**src/citb_pkg.sv**
```systemverilog
// Shared types and constants for the cascadable interval timer block.
package citb_pkg;

    localparam int COUNT_BITS = 8;
    localparam int NUM_TIMERS = 4;
    localparam int TIDX_BITS  = 2;
    localparam int PEND_BITS  = 16;

    localparam logic [PEND_BITS-1:0]  PEND_MAX  = 16'hffff;
    localparam logic [COUNT_BITS-1:0] FF_FORCED = 8'hcc;

    // Item kinds carried on tuser
    localparam logic [1:0] OP_TICK  = 2'd0;
    localparam logic [1:0] OP_WRITE = 2'd1;
    localparam logic [1:0] OP_READ  = 2'd2;
    localparam logic [1:0] OP_EXT   = 2'd3;

    // Register offsets
    localparam logic [6:0] ADDR_RUN   = 7'h20;
    localparam logic [6:0] ADDR_MATCH0 = 7'h22;
    localparam logic [6:0] ADDR_MATCH1 = 7'h23;
    localparam logic [6:0] ADDR_MODE0 = 7'h24;
    localparam logic [6:0] ADDR_FFCR  = 7'h25;
    localparam logic [6:0] ADDR_MATCH2 = 7'h26;
    localparam logic [6:0] ADDR_MATCH3 = 7'h27;
    localparam logic [6:0] ADDR_MODE1 = 7'h28;
    localparam logic [6:0] ADDR_DBUF  = 7'h29;

    // Flip-flop action codes
    localparam logic [1:0] FF_TOGGLE = 2'd0;
    localparam logic [1:0] FF_SET    = 2'd1;
    localparam logic [1:0] FF_RESET  = 2'd2;
    localparam logic [1:0] FF_NONE   = 2'd3;

    localparam logic [1:0] PAIR_MODE = 2'b01;
    localparam logic [1:0] SRC_ALT   = 2'd0;

    typedef enum logic [1:0] {
        ST_IDLE,
        ST_LOAD,
        ST_COUNT,
        ST_DONE
    } t_state;

    // Controller to datapath
    typedef struct packed {
        logic                 accept;
        logic                 load;
        logic                 step;
        logic                 done;
        logic [TIDX_BITS-1:0] idx;
    } t_cmd;

    // Datapath to controller
    typedef struct packed {
        logic is_tick;
        logic run;
        logic pend_nz;
        logic out_free;
    } t_sts;

endpackage

```
**src/citb_ctrl.sv**
```systemverilog
// Sequencer that walks the four timers and works off pending counts.
module citb_ctrl
    import citb_pkg::*;
(
    input  logic i_clk,
    input  logic i_rst_n,
    input  logic i_in_fire,
    input  t_sts i_sts,
    output t_cmd o_cmd,
    output logic o_ready
);

    t_state r_state, n_state;
    logic [TIDX_BITS-1:0] r_idx, n_idx;
    logic last_idx;

    assign last_idx = (r_idx == TIDX_BITS'(NUM_TIMERS - 1));

    // Next state
    always_comb begin
        n_state = r_state;
        n_idx   = r_idx;
        unique case (r_state)
            ST_IDLE: begin
                if (i_in_fire) begin
                    n_idx   = '0;
                    n_state = i_sts.is_tick ? ST_LOAD : ST_DONE;
                end
            end
            ST_LOAD: begin
                if (i_sts.run) begin
                    n_state = ST_COUNT;
                end else if (last_idx) begin
                    n_state = ST_DONE;
                end else begin
                    n_idx = r_idx + 1'b1;
                end
            end
            ST_COUNT: begin
                if (!i_sts.pend_nz) begin
                    if (last_idx) begin
                        n_state = ST_DONE;
                    end else begin
                        n_idx   = r_idx + 1'b1;
                        n_state = ST_LOAD;
                    end
                end
            end
            ST_DONE: begin
                if (i_sts.out_free) begin
                    n_state = ST_IDLE;
                end
            end
            default: n_state = ST_IDLE;
        endcase
    end

    // Outputs
    always_comb begin
        o_cmd        = '0;
        o_cmd.idx    = r_idx;
        o_cmd.accept = (r_state == ST_IDLE) && i_in_fire;
        o_cmd.load   = (r_state == ST_LOAD) && i_sts.run;
        o_cmd.step   = (r_state == ST_COUNT) && i_sts.pend_nz;
        o_cmd.done   = (r_state == ST_DONE) && i_sts.out_free;
        o_ready      = (r_state == ST_IDLE);
    end

    always_ff @(posedge i_clk) begin
        if (!i_rst_n) begin
            r_state <= ST_IDLE;
            r_idx   <= '0;
        end else begin
            r_state <= n_state;
            r_idx   <= n_idx;
        end
    end

endmodule

```
**src/citb_dp.sv**
```systemverilog
// Timer registers, prescaler, counting step and output register.
module citb_dp
    import citb_pkg::*;
#(
    parameter int PRESCALER_BITS = 24
) (
    input  logic        i_clk,
    input  logic        i_rst_n,
    input  t_cmd        i_cmd,
    input  logic [1:0]  i_op,
    input  logic [6:0]  i_reg_addr,
    input  logic [7:0]  i_write_data,
    input  logic [11:0] i_tick_cycles,
    input  logic        i_tio_level,
    input  logic        i_out_ready,
    output t_sts        o_sts,
    output logic        o_out_valid,
    output logic [15:0] o_out_data
);

    localparam int PW = PRESCALER_BITS + 1;

    logic [PRESCALER_BITS-1:0] r_presc, n_presc;
    logic [PW-1:0]             r_newp, n_newp;
    logic [COUNT_BITS-1:0]     r_cnt [NUM_TIMERS], n_cnt [NUM_TIMERS];
    logic [PEND_BITS-1:0]      r_pend [NUM_TIMERS], n_pend [NUM_TIMERS];
    logic [COUNT_BITS-1:0]     r_match [NUM_TIMERS], n_match [NUM_TIMERS];
    logic [7:0]                r_mode [2], n_mode [2];
    logic [7:0] r_run, n_run, r_ffcr, n_ffcr, r_dbuf, n_dbuf, r_rd, n_rd;
    logic [1:0] r_ff, n_ff;
    logic       r_tio, n_tio;
    logic [3:0] r_irq, n_irq;
    logic       r_tick, n_tick;
    logic       r_ovalid, n_ovalid;
    logic [15:0] r_odata, n_odata;

    logic [TIDX_BITS-1:0] t, t_up, t_dn;
    logic [7:0]  mode;
    logic [1:0]  sel;
    logic        has_tap, pair, hit;
    logic [4:0]  tap;
    logic [PW-1:0] carry, sum;
    logic [COUNT_BITS-1:0] cnt1;

    assign t    = i_cmd.idx;
    assign t_up = {t[1], 1'b1};
    assign t_dn = {t[1], 1'b0};
    assign mode = r_mode[t[1]];
    assign pair = (mode[7:6] == PAIR_MODE);
    assign sel  = t[0] ? mode[3:2] : mode[1:0];
    assign cnt1 = r_cnt[t] + 1'b1;
    assign hit  = (cnt1 == r_match[t]);

    // Select the prescaler tap for the current timer
    always_comb begin
        has_tap = 1'b1;
        tap     = 5'd8;
        if (t[0]) begin
            unique case (sel)
                2'd0: has_tap = 1'b0;
                2'd1: tap = 5'd8;
                2'd2: tap = 5'd12;
                default: tap = 5'd16;
            endcase
        end else begin
            unique case (sel)
                2'd0: begin
                    if (t[1]) tap = 5'd7;
                    else has_tap = 1'b0;
                end
                2'd1: tap = t[1] ? 5'd7 : 5'd8;
                2'd2: tap = 5'd10;
                default: tap = 5'd12;
            endcase
        end
        carry = has_tap ? ((r_newp >> tap) - ({1'b0, r_presc} >> tap)) : '0;
        sum   = PW'(r_pend[t]) + carry;
    end

    // Next-state logic for all timer state
    always_comb begin
        n_presc = r_presc; n_newp = r_newp; n_cnt = r_cnt; n_pend = r_pend;
        n_match = r_match; n_mode = r_mode; n_run = r_run; n_ffcr = r_ffcr;
        n_dbuf = r_dbuf; n_rd = r_rd; n_ff = r_ff; n_tio = r_tio;
        n_irq = r_irq; n_tick = r_tick; n_ovalid = r_ovalid; n_odata = r_odata;

        if (i_cmd.accept) begin
            n_tick = (i_op == OP_TICK);
            n_rd   = '0;
            n_irq  = '0;
            n_newp = r_run[7] ? ({1'b0, r_presc} + PW'(i_tick_cycles))
                              : {1'b0, r_presc};
            unique case (i_op)
                OP_WRITE: begin
                    unique case (i_reg_addr)
                        ADDR_RUN: begin
                            for (int k = 0; k < NUM_TIMERS; k++) begin
                                if (!i_write_data[k]) begin
                                    n_cnt[k]  = '0;
                                    n_pend[k] = '0;
                                end
                            end
                            n_run = i_write_data;
                        end
                        ADDR_MATCH0: n_match[0] = i_write_data;
                        ADDR_MATCH1: n_match[1] = i_write_data;
                        ADDR_MATCH2: n_match[2] = i_write_data;
                        ADDR_MATCH3: n_match[3] = i_write_data;
                        ADDR_MODE0:  n_mode[0] = i_write_data;
                        ADDR_MODE1:  n_mode[1] = i_write_data;
                        ADDR_FFCR: begin
                            unique case (i_write_data[3:2])
                                FF_TOGGLE: n_ff[0] = ~r_ff[0];
                                FF_SET:    n_ff[0] = 1'b1;
                                FF_RESET:  n_ff[0] = 1'b0;
                                default:   n_ff[0] = r_ff[0];
                            endcase
                            unique case (i_write_data[7:6])
                                FF_TOGGLE: n_ff[1] = ~r_ff[1];
                                FF_SET:    n_ff[1] = 1'b1;
                                FF_RESET:  n_ff[1] = 1'b0;
                                default:   n_ff[1] = r_ff[1];
                            endcase
                            n_ffcr = i_write_data | FF_FORCED;
                        end
                        ADDR_DBUF: n_dbuf = i_write_data;
                        default: ;
                    endcase
                end
                OP_READ: begin
                    unique case (i_reg_addr)
                        ADDR_RUN:  n_rd = r_run;
                        ADDR_FFCR: n_rd = r_ffcr;
                        ADDR_DBUF: n_rd = r_dbuf;
                        default:   n_rd = '0;
                    endcase
                end
                OP_EXT: begin
                    if (r_run[0] && (r_mode[0][1:0] == SRC_ALT) && !r_tio && i_tio_level
                        && (r_pend[0] != PEND_MAX)) begin
                        n_pend[0] = r_pend[0] + 1'b1;
                    end
                    n_tio = i_tio_level;
                end
                default: ;
            endcase
        end

        // Add tap carries to the pending count, saturating
        if (i_cmd.load) begin
            n_pend[t] = (sum > PW'(PEND_MAX)) ? PEND_MAX : sum[PEND_BITS-1:0];
        end

        // Work off one pending count
        if (i_cmd.step) begin
            n_pend[t] = r_pend[t] - 1'b1;
            n_cnt[t]  = cnt1;
            if (!t[0]) begin
                if (hit) begin
                    if (r_run[t_up] && (mode[3:2] == SRC_ALT) && (r_pend[t_up] != PEND_MAX))
                        n_pend[t_up] = r_pend[t_up] + 1'b1;
                    if (!pair) begin
                        n_cnt[t] = '0;
                        n_irq[t] = 1'b1;
                    end
                end
            end else if (hit) begin
                n_cnt[t] = '0;
                n_irq[t] = 1'b1;
                // Toggle enable sits in bit 1 for timer 1 and bit 5 for timer 3
                if (r_ffcr[{t[1], 2'b01}])
                    n_ff[t[1]] = ~r_ff[t[1]];
                if (pair)
                    n_cnt[t_dn] = '0;
            end
        end

        // Hand the result to the output register
        if (i_cmd.done) begin
            if (r_tick)
                n_presc = r_newp[PRESCALER_BITS-1:0];
            n_ovalid = 1'b1;
            n_odata  = {2'b00, r_ff[1], r_ff[0], r_irq, r_rd};
        end else if (i_out_ready) begin
            n_ovalid = 1'b0;
        end
    end

    always_ff @(posedge i_clk) begin
        if (!i_rst_n) begin
            r_presc <= '0;
            for (int k = 0; k < NUM_TIMERS; k++) begin
                r_cnt[k]   <= '0;
                r_pend[k]  <= '0;
                r_match[k] <= '0;
            end
            r_mode[0] <= '0;
            r_mode[1] <= '0;
            r_run    <= '0;
            r_ffcr   <= FF_FORCED;
            r_dbuf   <= '0;
            r_ff     <= '0;
            r_tio    <= 1'b0;
            r_tick   <= 1'b0;
            r_ovalid <= 1'b0;
        end else begin
            r_presc <= n_presc; r_cnt <= n_cnt; r_pend <= n_pend; r_match <= n_match;
            r_mode <= n_mode; r_run <= n_run; r_ffcr <= n_ffcr; r_dbuf <= n_dbuf;
            r_ff <= n_ff; r_tio <= n_tio; r_tick <= n_tick; r_ovalid <= n_ovalid;
        end
    end

    // Payload registers
    always_ff @(posedge i_clk) begin
        r_newp  <= n_newp;
        r_rd    <= n_rd;
        r_irq   <= n_irq;
        r_odata <= n_odata;
    end

    assign o_sts.is_tick  = (i_op == OP_TICK);
    assign o_sts.run      = r_run[t];
    assign o_sts.pend_nz  = (r_pend[t] != '0);
    assign o_sts.out_free = !r_ovalid || i_out_ready;
    assign o_out_valid    = r_ovalid;
    assign o_out_data     = r_odata;

endmodule

```
**src/cascadable_interval_timer_block_unit.sv**
```systemverilog
// Top level of the cascadable interval timer block.
// Four 8-bit timers on a shared prescaler, driven by a word stream.
// Input channel: s_axis_tuser carries the item kind (tick, register write,
// register read, external input level); s_axis_tdata carries address, write
// byte, elapsed cycles and input level. Each accepted word yields exactly one
// result word on the master channel: read byte, match interrupt bits and
// both flip-flop levels after the item.
// Writes, reads and input-level words go from acceptance straight to the
// done state. A tick gives every timer a load step, and a running timer
// then works off its pending counts one at a time until they run out,
// since the single count step unit serves one timer per cycle in timer
// order 0..3.
// One word is in flight at a time; a finished result sits in the output
// register while the next word is accepted, and a stalled receiver only
// holds up completion of that next word.
// Reset (i_rst_n low, synchronous) clears all timers, the prescaler and the
// flip-flops and sets the flip-flop control register to 0xcc.
module cascadable_interval_timer_block_unit
    import citb_pkg::*;
#(
    parameter int PRESCALER_BITS = 24
) (
    input  logic        i_clk,
    input  logic        i_rst_n,
    input  logic        s_axis_tvalid,
    output logic        s_axis_tready,
    // [6:0] reg_addr, [14:7] write_data, [26:15] tick_cycles, [27] tio_level
    input  logic [31:0] s_axis_tdata,
    // [1:0] op
    input  logic [1:0]  s_axis_tuser,
    output logic        m_axis_tvalid,
    input  logic        m_axis_tready,
    // [7:0] read_data, [11:8] irq_set, [12] out_ff1, [13] out_ff3
    output logic [15:0] m_axis_tdata
);

    t_cmd cmd;
    t_sts sts;
    logic in_fire;

    assign in_fire = s_axis_tvalid && s_axis_tready;

    citb_ctrl u_ctrl (
        .i_clk     (i_clk),
        .i_rst_n   (i_rst_n),
        .i_in_fire (in_fire),
        .i_sts     (sts),
        .o_cmd     (cmd),
        .o_ready   (s_axis_tready)
    );

    citb_dp #(
        .PRESCALER_BITS(PRESCALER_BITS)
    ) u_dp (
        .i_clk         (i_clk),
        .i_rst_n       (i_rst_n),
        .i_cmd         (cmd),
        .i_op          (s_axis_tuser),
        .i_reg_addr    (s_axis_tdata[6:0]),
        .i_write_data  (s_axis_tdata[14:7]),
        .i_tick_cycles (s_axis_tdata[26:15]),
        .i_tio_level   (s_axis_tdata[27]),
        .i_out_ready   (m_axis_tready),
        .o_sts         (sts),
        .o_out_valid   (m_axis_tvalid),
        .o_out_data    (m_axis_tdata)
    );

endmodule

```
**config.mk**
```make
export PLATFORM = sky130hd
export DESIGN_NAME = cascadable_interval_timer_block_unit
export DESIGN_NICKNAME = d
export VERILOG_FILES = /design/src/citb_pkg.sv /design/src/citb_ctrl.sv /design/src/citb_dp.sv /design/src/cascadable_interval_timer_block_unit.sv
export SDC_FILE = /design/constraint.sdc
export NUM_CORES = 1
export LEC_CHECK = 0
export BUFFER_PORTS_ARGS = -buffer_cell sky130_fd_sc_hd__buf_4
export CORE_ASPECT_RATIO = 0.5
export CORE_MARGIN = 2
export CORE_UTILIZATION = 40
export CTS_CLUSTER_DIAMETER = 100
export DETAILED_ROUTE_END_ITERATION = 10
export GPL_ROUTABILITY_DRIVEN = 0
export GPL_TIMING_DRIVEN = 0
export HOLD_SLACK_MARGIN = 0.02
export MAX_ROUTING_LAYER = met4
export SLEW_MARGIN = 15
export SYNTH_ARGS = -nofsm -noshare
export SYNTH_HDL_FRONTEND = slang
export SYNTH_SLANG_ARGS = --single-unit
```
**constraint.sdc**
```tcl
create_clock -name i_clk -period 11.21 [get_ports i_clk]
set_clock_uncertainty 0.2 [all_clocks]
set_input_delay 2.242 -clock i_clk [delete_from_list [all_inputs] [get_ports i_clk]]
set_output_delay 2.242 -clock i_clk [all_outputs]
set_load 0.02 [all_outputs]
```
==> results.md <==
- Outcome: complete, no violations
- Post-synthesis async set-or-reset flop share: 0%
- EDFF count, synth: 47
- Prevailing post-synth register cell: dfxtp_1
- Max-cap violations: 0
- Placement Rows: 54
- Setup violation total in the final timing report: 0
- Max-slew violation total from the final report: 0
- Remaining routing DRC violations: 0
- Number of DRC markers after the initial detailed-route iteration: between 2000 and 2500
- Combinational share of power: between 50 and 60%
- Proportion of layout cells with a drive suffix above 1: slightly above 8%
- Die outline height: roughly 150 um
- Pre-CTS setup slack: 0.472 ns
- Cells taking the most area after synthesis: dfxtp_1 (22%), edfxtp_1 (7.8%), nand2_1 (6.6%)
- Remaining antenna violation count after routing: 0
- Synth warnings: 0
- Bufs and invs on worst path: 8
- Die width: between 300 and 400 um
- Setup slack of the worst register-to-register path: 0.86 ns
- Peak Freq: between 90 and 100 MHz
- Total cell area at the placement stage: approximately 0.019 mm2
- Wire length of the first global-routing pass: 99400 um
- Area of all placed cells without fillers: 0.0200 mm2
- Worst min-delay path category: flop to flop
- Portion of total power attributed to sequential cells: approximately a quarter
- Fin crit share: 92.3%
- Most Used Layer, Global Route: met2
- Capture endpoint of the worst hold path: u_dp.o_out_data[2]
- Peak supply drop: roughly 0.15 mV
- Layout Area Growth over Synthesis: 11.1%
- Initial Utilization: about two fifths
- Area leader, netlist: dfxtp_1
- Power Total: approximately 4.5 mW
- Register-to-Register Path Depth: 33
- Reg clk slew, reported paths: roughly 0.070 ns
- Transition at the pin with the smallest max-transition slack: 1.19 ns
- Endpoints failing hold: 0
- Yosys top cell area share: about 22%
- Aggregate global-route resource usage: about 28%
- Cell with the most instances after synthesis: nand2_1
- TritonCTS clock tree: built
- Final nets: 2402
- Total Wirelength: roughly 64000 um
- Syn avg cell area: 8.13 um2
- Most frequent cells after synthesis: nand2_1 (317), dfxtp_1 (197), a21oi_1 (175)
- Mean number of vias per cell: between 6 and 7
- Max_slew headroom: 20.2%
- Most frequent cell on the critical path: buf_2
- Net load switching power: approximately 2.2 mW
- Depth of the worst hold-timing path: 0
- Maximum fanout encountered on the critical timing path: 19
- Final worst path period need: ~10 ns
- Origin of the critical flop-to-flop path: u_ctrl.r_idx[1]
- Hold path start: u_dp.r_rd[2]
- Number of setup buffers added after CTS: 0
- Count of distinct cell types in the synthesized netlist: 97
- Cell type of the slowest stage on the worst timing path: buf_2
- Core Footprint: ~0.044 mm2
- Sum of net half-perimeters after detailed placement: roughly 49000 um
- Post-synthesis instance area: 0.0180 mm2
- Cell at the root of the clock tree: clkbuf_16
- Startpoint-to-endpoint class of the critical path: flop to flop
- Category of cells accounting for the largest share of critical-path delay: buffers and inverters
- Number of primary I/O pins: between 50 and 60
- Number of buffers created by CTS: 25
- Largest net degree at the start of global routing: 34
- Global-route track usage on met3: a little under 6%
- Number of H-tree levels: 1
- Met1 usage in global routing: 39.0%
- Vias in the first global route: between 15000 and 20000
- Setup WS post-layout: about 0.86 ns
- Initial antenna violation count: 1
- Diodes inserted: 0
- Aggregate negative setup slack: 0 ns
- Sw Ratio: around half
- Port buffer count: 44
- Proportion of synthesized chip area in sequential cells: between 20 and 30%
- Destination of the worst register-to-register timing path: u_dp.r_pend[42]
- Clock latency at the later pin of the worst-skew pair: around 0.57 ns
- CP Data Arrival Time: 10.57 ns
- Die Footprint: between 0.04 and 0.05 mm2
- Drt wl/cell: around 22 um
- Pwr Density: approximately 220 mW/mm2
- Startpoint Class: flop
- Residual overflow from global routing: 0
- Leakage component of the power: between 7 and 8 nW
- CP Data Required Time: 11.43 ns
- Internal: ~2.3 mW
- Buffer levels on the longest clock path: 3
- Vias post-DR: 17888
- Final core utilization: between 40 and 50%
- CP Capture Type: flop
- Length of the first detailed-routing pass in iterations: 8
- Met2 Usage GRT: approximately 40%
- Setup repair after global routing missed its margin: no
- Delay of the slowest cell on the worst path: approximately 0.58 ns
- TritonCTS sink count: 244
- Share of total power in the clock network: between 20% and 30%
- Flops & latches, synth: between 200 and 250
- Cell count after synthesis: 2213
[flip-flops by register name, summed over array words and instances (netlist names), 2 cells and up]
signal,flops
u_ctrl.r_idx,2
u_ctrl.r_state,2
u_dp.o_out_data,14
u_dp.r_cnt,32
u_dp.r_dbuf,8
u_dp.r_ff,2
u_dp.r_ffcr,4
u_dp.r_irq,4
u_dp.r_match,32
u_dp.r_mode,12
u_dp.r_newp,25
u_dp.r_pend,64
u_dp.r_presc,24
u_dp.r_rd,8
u_dp.r_run,8
[per-stage QoR]
stage | hold slack, ns | std cells
floorplan | 0.200 | 2226
global placement | 0.204 | 2858
detailed placement | 0.205 | 2859
CTS | 0.215 | 2905
global route | 0.219 | 2904
finish | 0.212 | 2904
[worst reg2reg max path: cells and delay by family, from the launching register on]
| family | cells | cell delay, ns |
|---|---|---|
| muxes | 3 | 0.94 |
| DFF | 1 | 0.37 |
| AOI/OAI and AO/OA | 8 | 1.93 |
| and+or+nand+nor | 10 | 2.70 |
| xor gates and xnor gates | 1 | 0.19 |
| buffers and inverters | 8 | 2.73 |
| adders and majority gates | 3 | 1.16 |
[kinds of logic (layout without fill, tap and decap cells)]
family          count (synthesis)  count (layout)  share of synthesized area [%]
mux                           122             122                           9.52
buf+inv                       190             280                           4.92
other cells                     2              15                         0.0417
xor+xnor                       90              90                           4.57
flops                         244             244                           29.8
compound gates                677             677                           24.5
fa+ha+maj                      67              67                           4.78
simple gates                  821             821                           21.8
[power by group through the flow]
stage          Combinational, mW  Clock (mW)  Sequential, mW
2_1_floorplan               1.60           0            1.07
3_3_place_gp                2.34           0            1.12
3_5_place_dp                2.35           0            1.12
4_1_cts                     2.37       0.896            1.10
5_1_grt                     2.64       0.933            1.11
6_report                    2.47       0.892            1.11
[per-layer routing]
layer  wire, um  part of all wire (%)  vias up
met5          0                     0        -
met4       1580                   2.5        0
met3       6780                    11      133
met2      26300                    41      917
met1      29100                    46     8482
li1           -                     -     8356
[how the worst max path moves through the flow]
stage,start,end,slack [ns],depth (start not counted)
2_1_floorplan,u_ctrl.r_idx[1],u_dp.r_pend[56],3.23,34
3_3_place_gp,u_ctrl.r_idx[1],u_dp.r_pend[2],0.48,34
3_5_place_dp,u_ctrl.r_idx[1],u_dp.r_pend[42],0.47,34
4_1_cts,u_ctrl.r_idx[1],u_dp.r_pend[42],0.43,34
5_1_grt,u_ctrl.r_idx[1],u_dp.r_pend[2],0.43,33
6_report,u_ctrl.r_idx[1],u_dp.r_pend[42],0.86,33
[cell usage in the layout (no fill, tap or decap), types with 14 or more instances in the layout]
cell | netlist | final
nand2_1 | 317 | 317
dfxtp_1 | 197 | 197
a21oi_1 | 175 | 175
nor2_1 | 147 | 147
o21ai_0 | 144 | 144
clkbuf_1 | 105 | 112
nand3_1 | 90 | 90
mux2i_1 | 77 | 77
nor2b_1 | 73 | 73
ha_1 | 64 | 64
a21boi_0 | 63 | 63
xnor2_1 | 53 | 53
buf_4 | 6 | 50
edfxtp_1 | 47 | 47
a31oi_1 | 36 | 36
nor3_1 | 38 | 36
xor2_1 | 34 | 34
o211ai_1 | 33 | 33
and3_1 | 32 | 32
inv_1 | 32 | 31
a211oi_1 | 30 | 30
clkbuf_16 | 0 | 25
and2_1 | 23 | 23
a21o_1 | 22 | 22
nand4_1 | 22 | 22
buf_2 | 21 | 21
o21a_1 | 20 | 20
mux4_2 | 19 | 19
a221oi_1 | 17 | 17
conb_1 | 2 | 15
or3_1 | 14 | 14
[layout make-up]
class                           count  area [um2]
Buffer                            155         754
Tap cell                          588         736
Timing Repair Buffer               45         350
Fill cell                        4363       24000
Inverter                           34         128
Clock inverter                     10         141
Sequential cell                   244        5360
Multi-Input combinational cell   1792       11800
Clock buffer                       36         707
[repair_timing]
action	4_1_cts	5_1_grt
hold buffers	0	0
resized for setup	0	1
endpoints found under the setup margin	0	30
(Power assumes the default switching activity.)
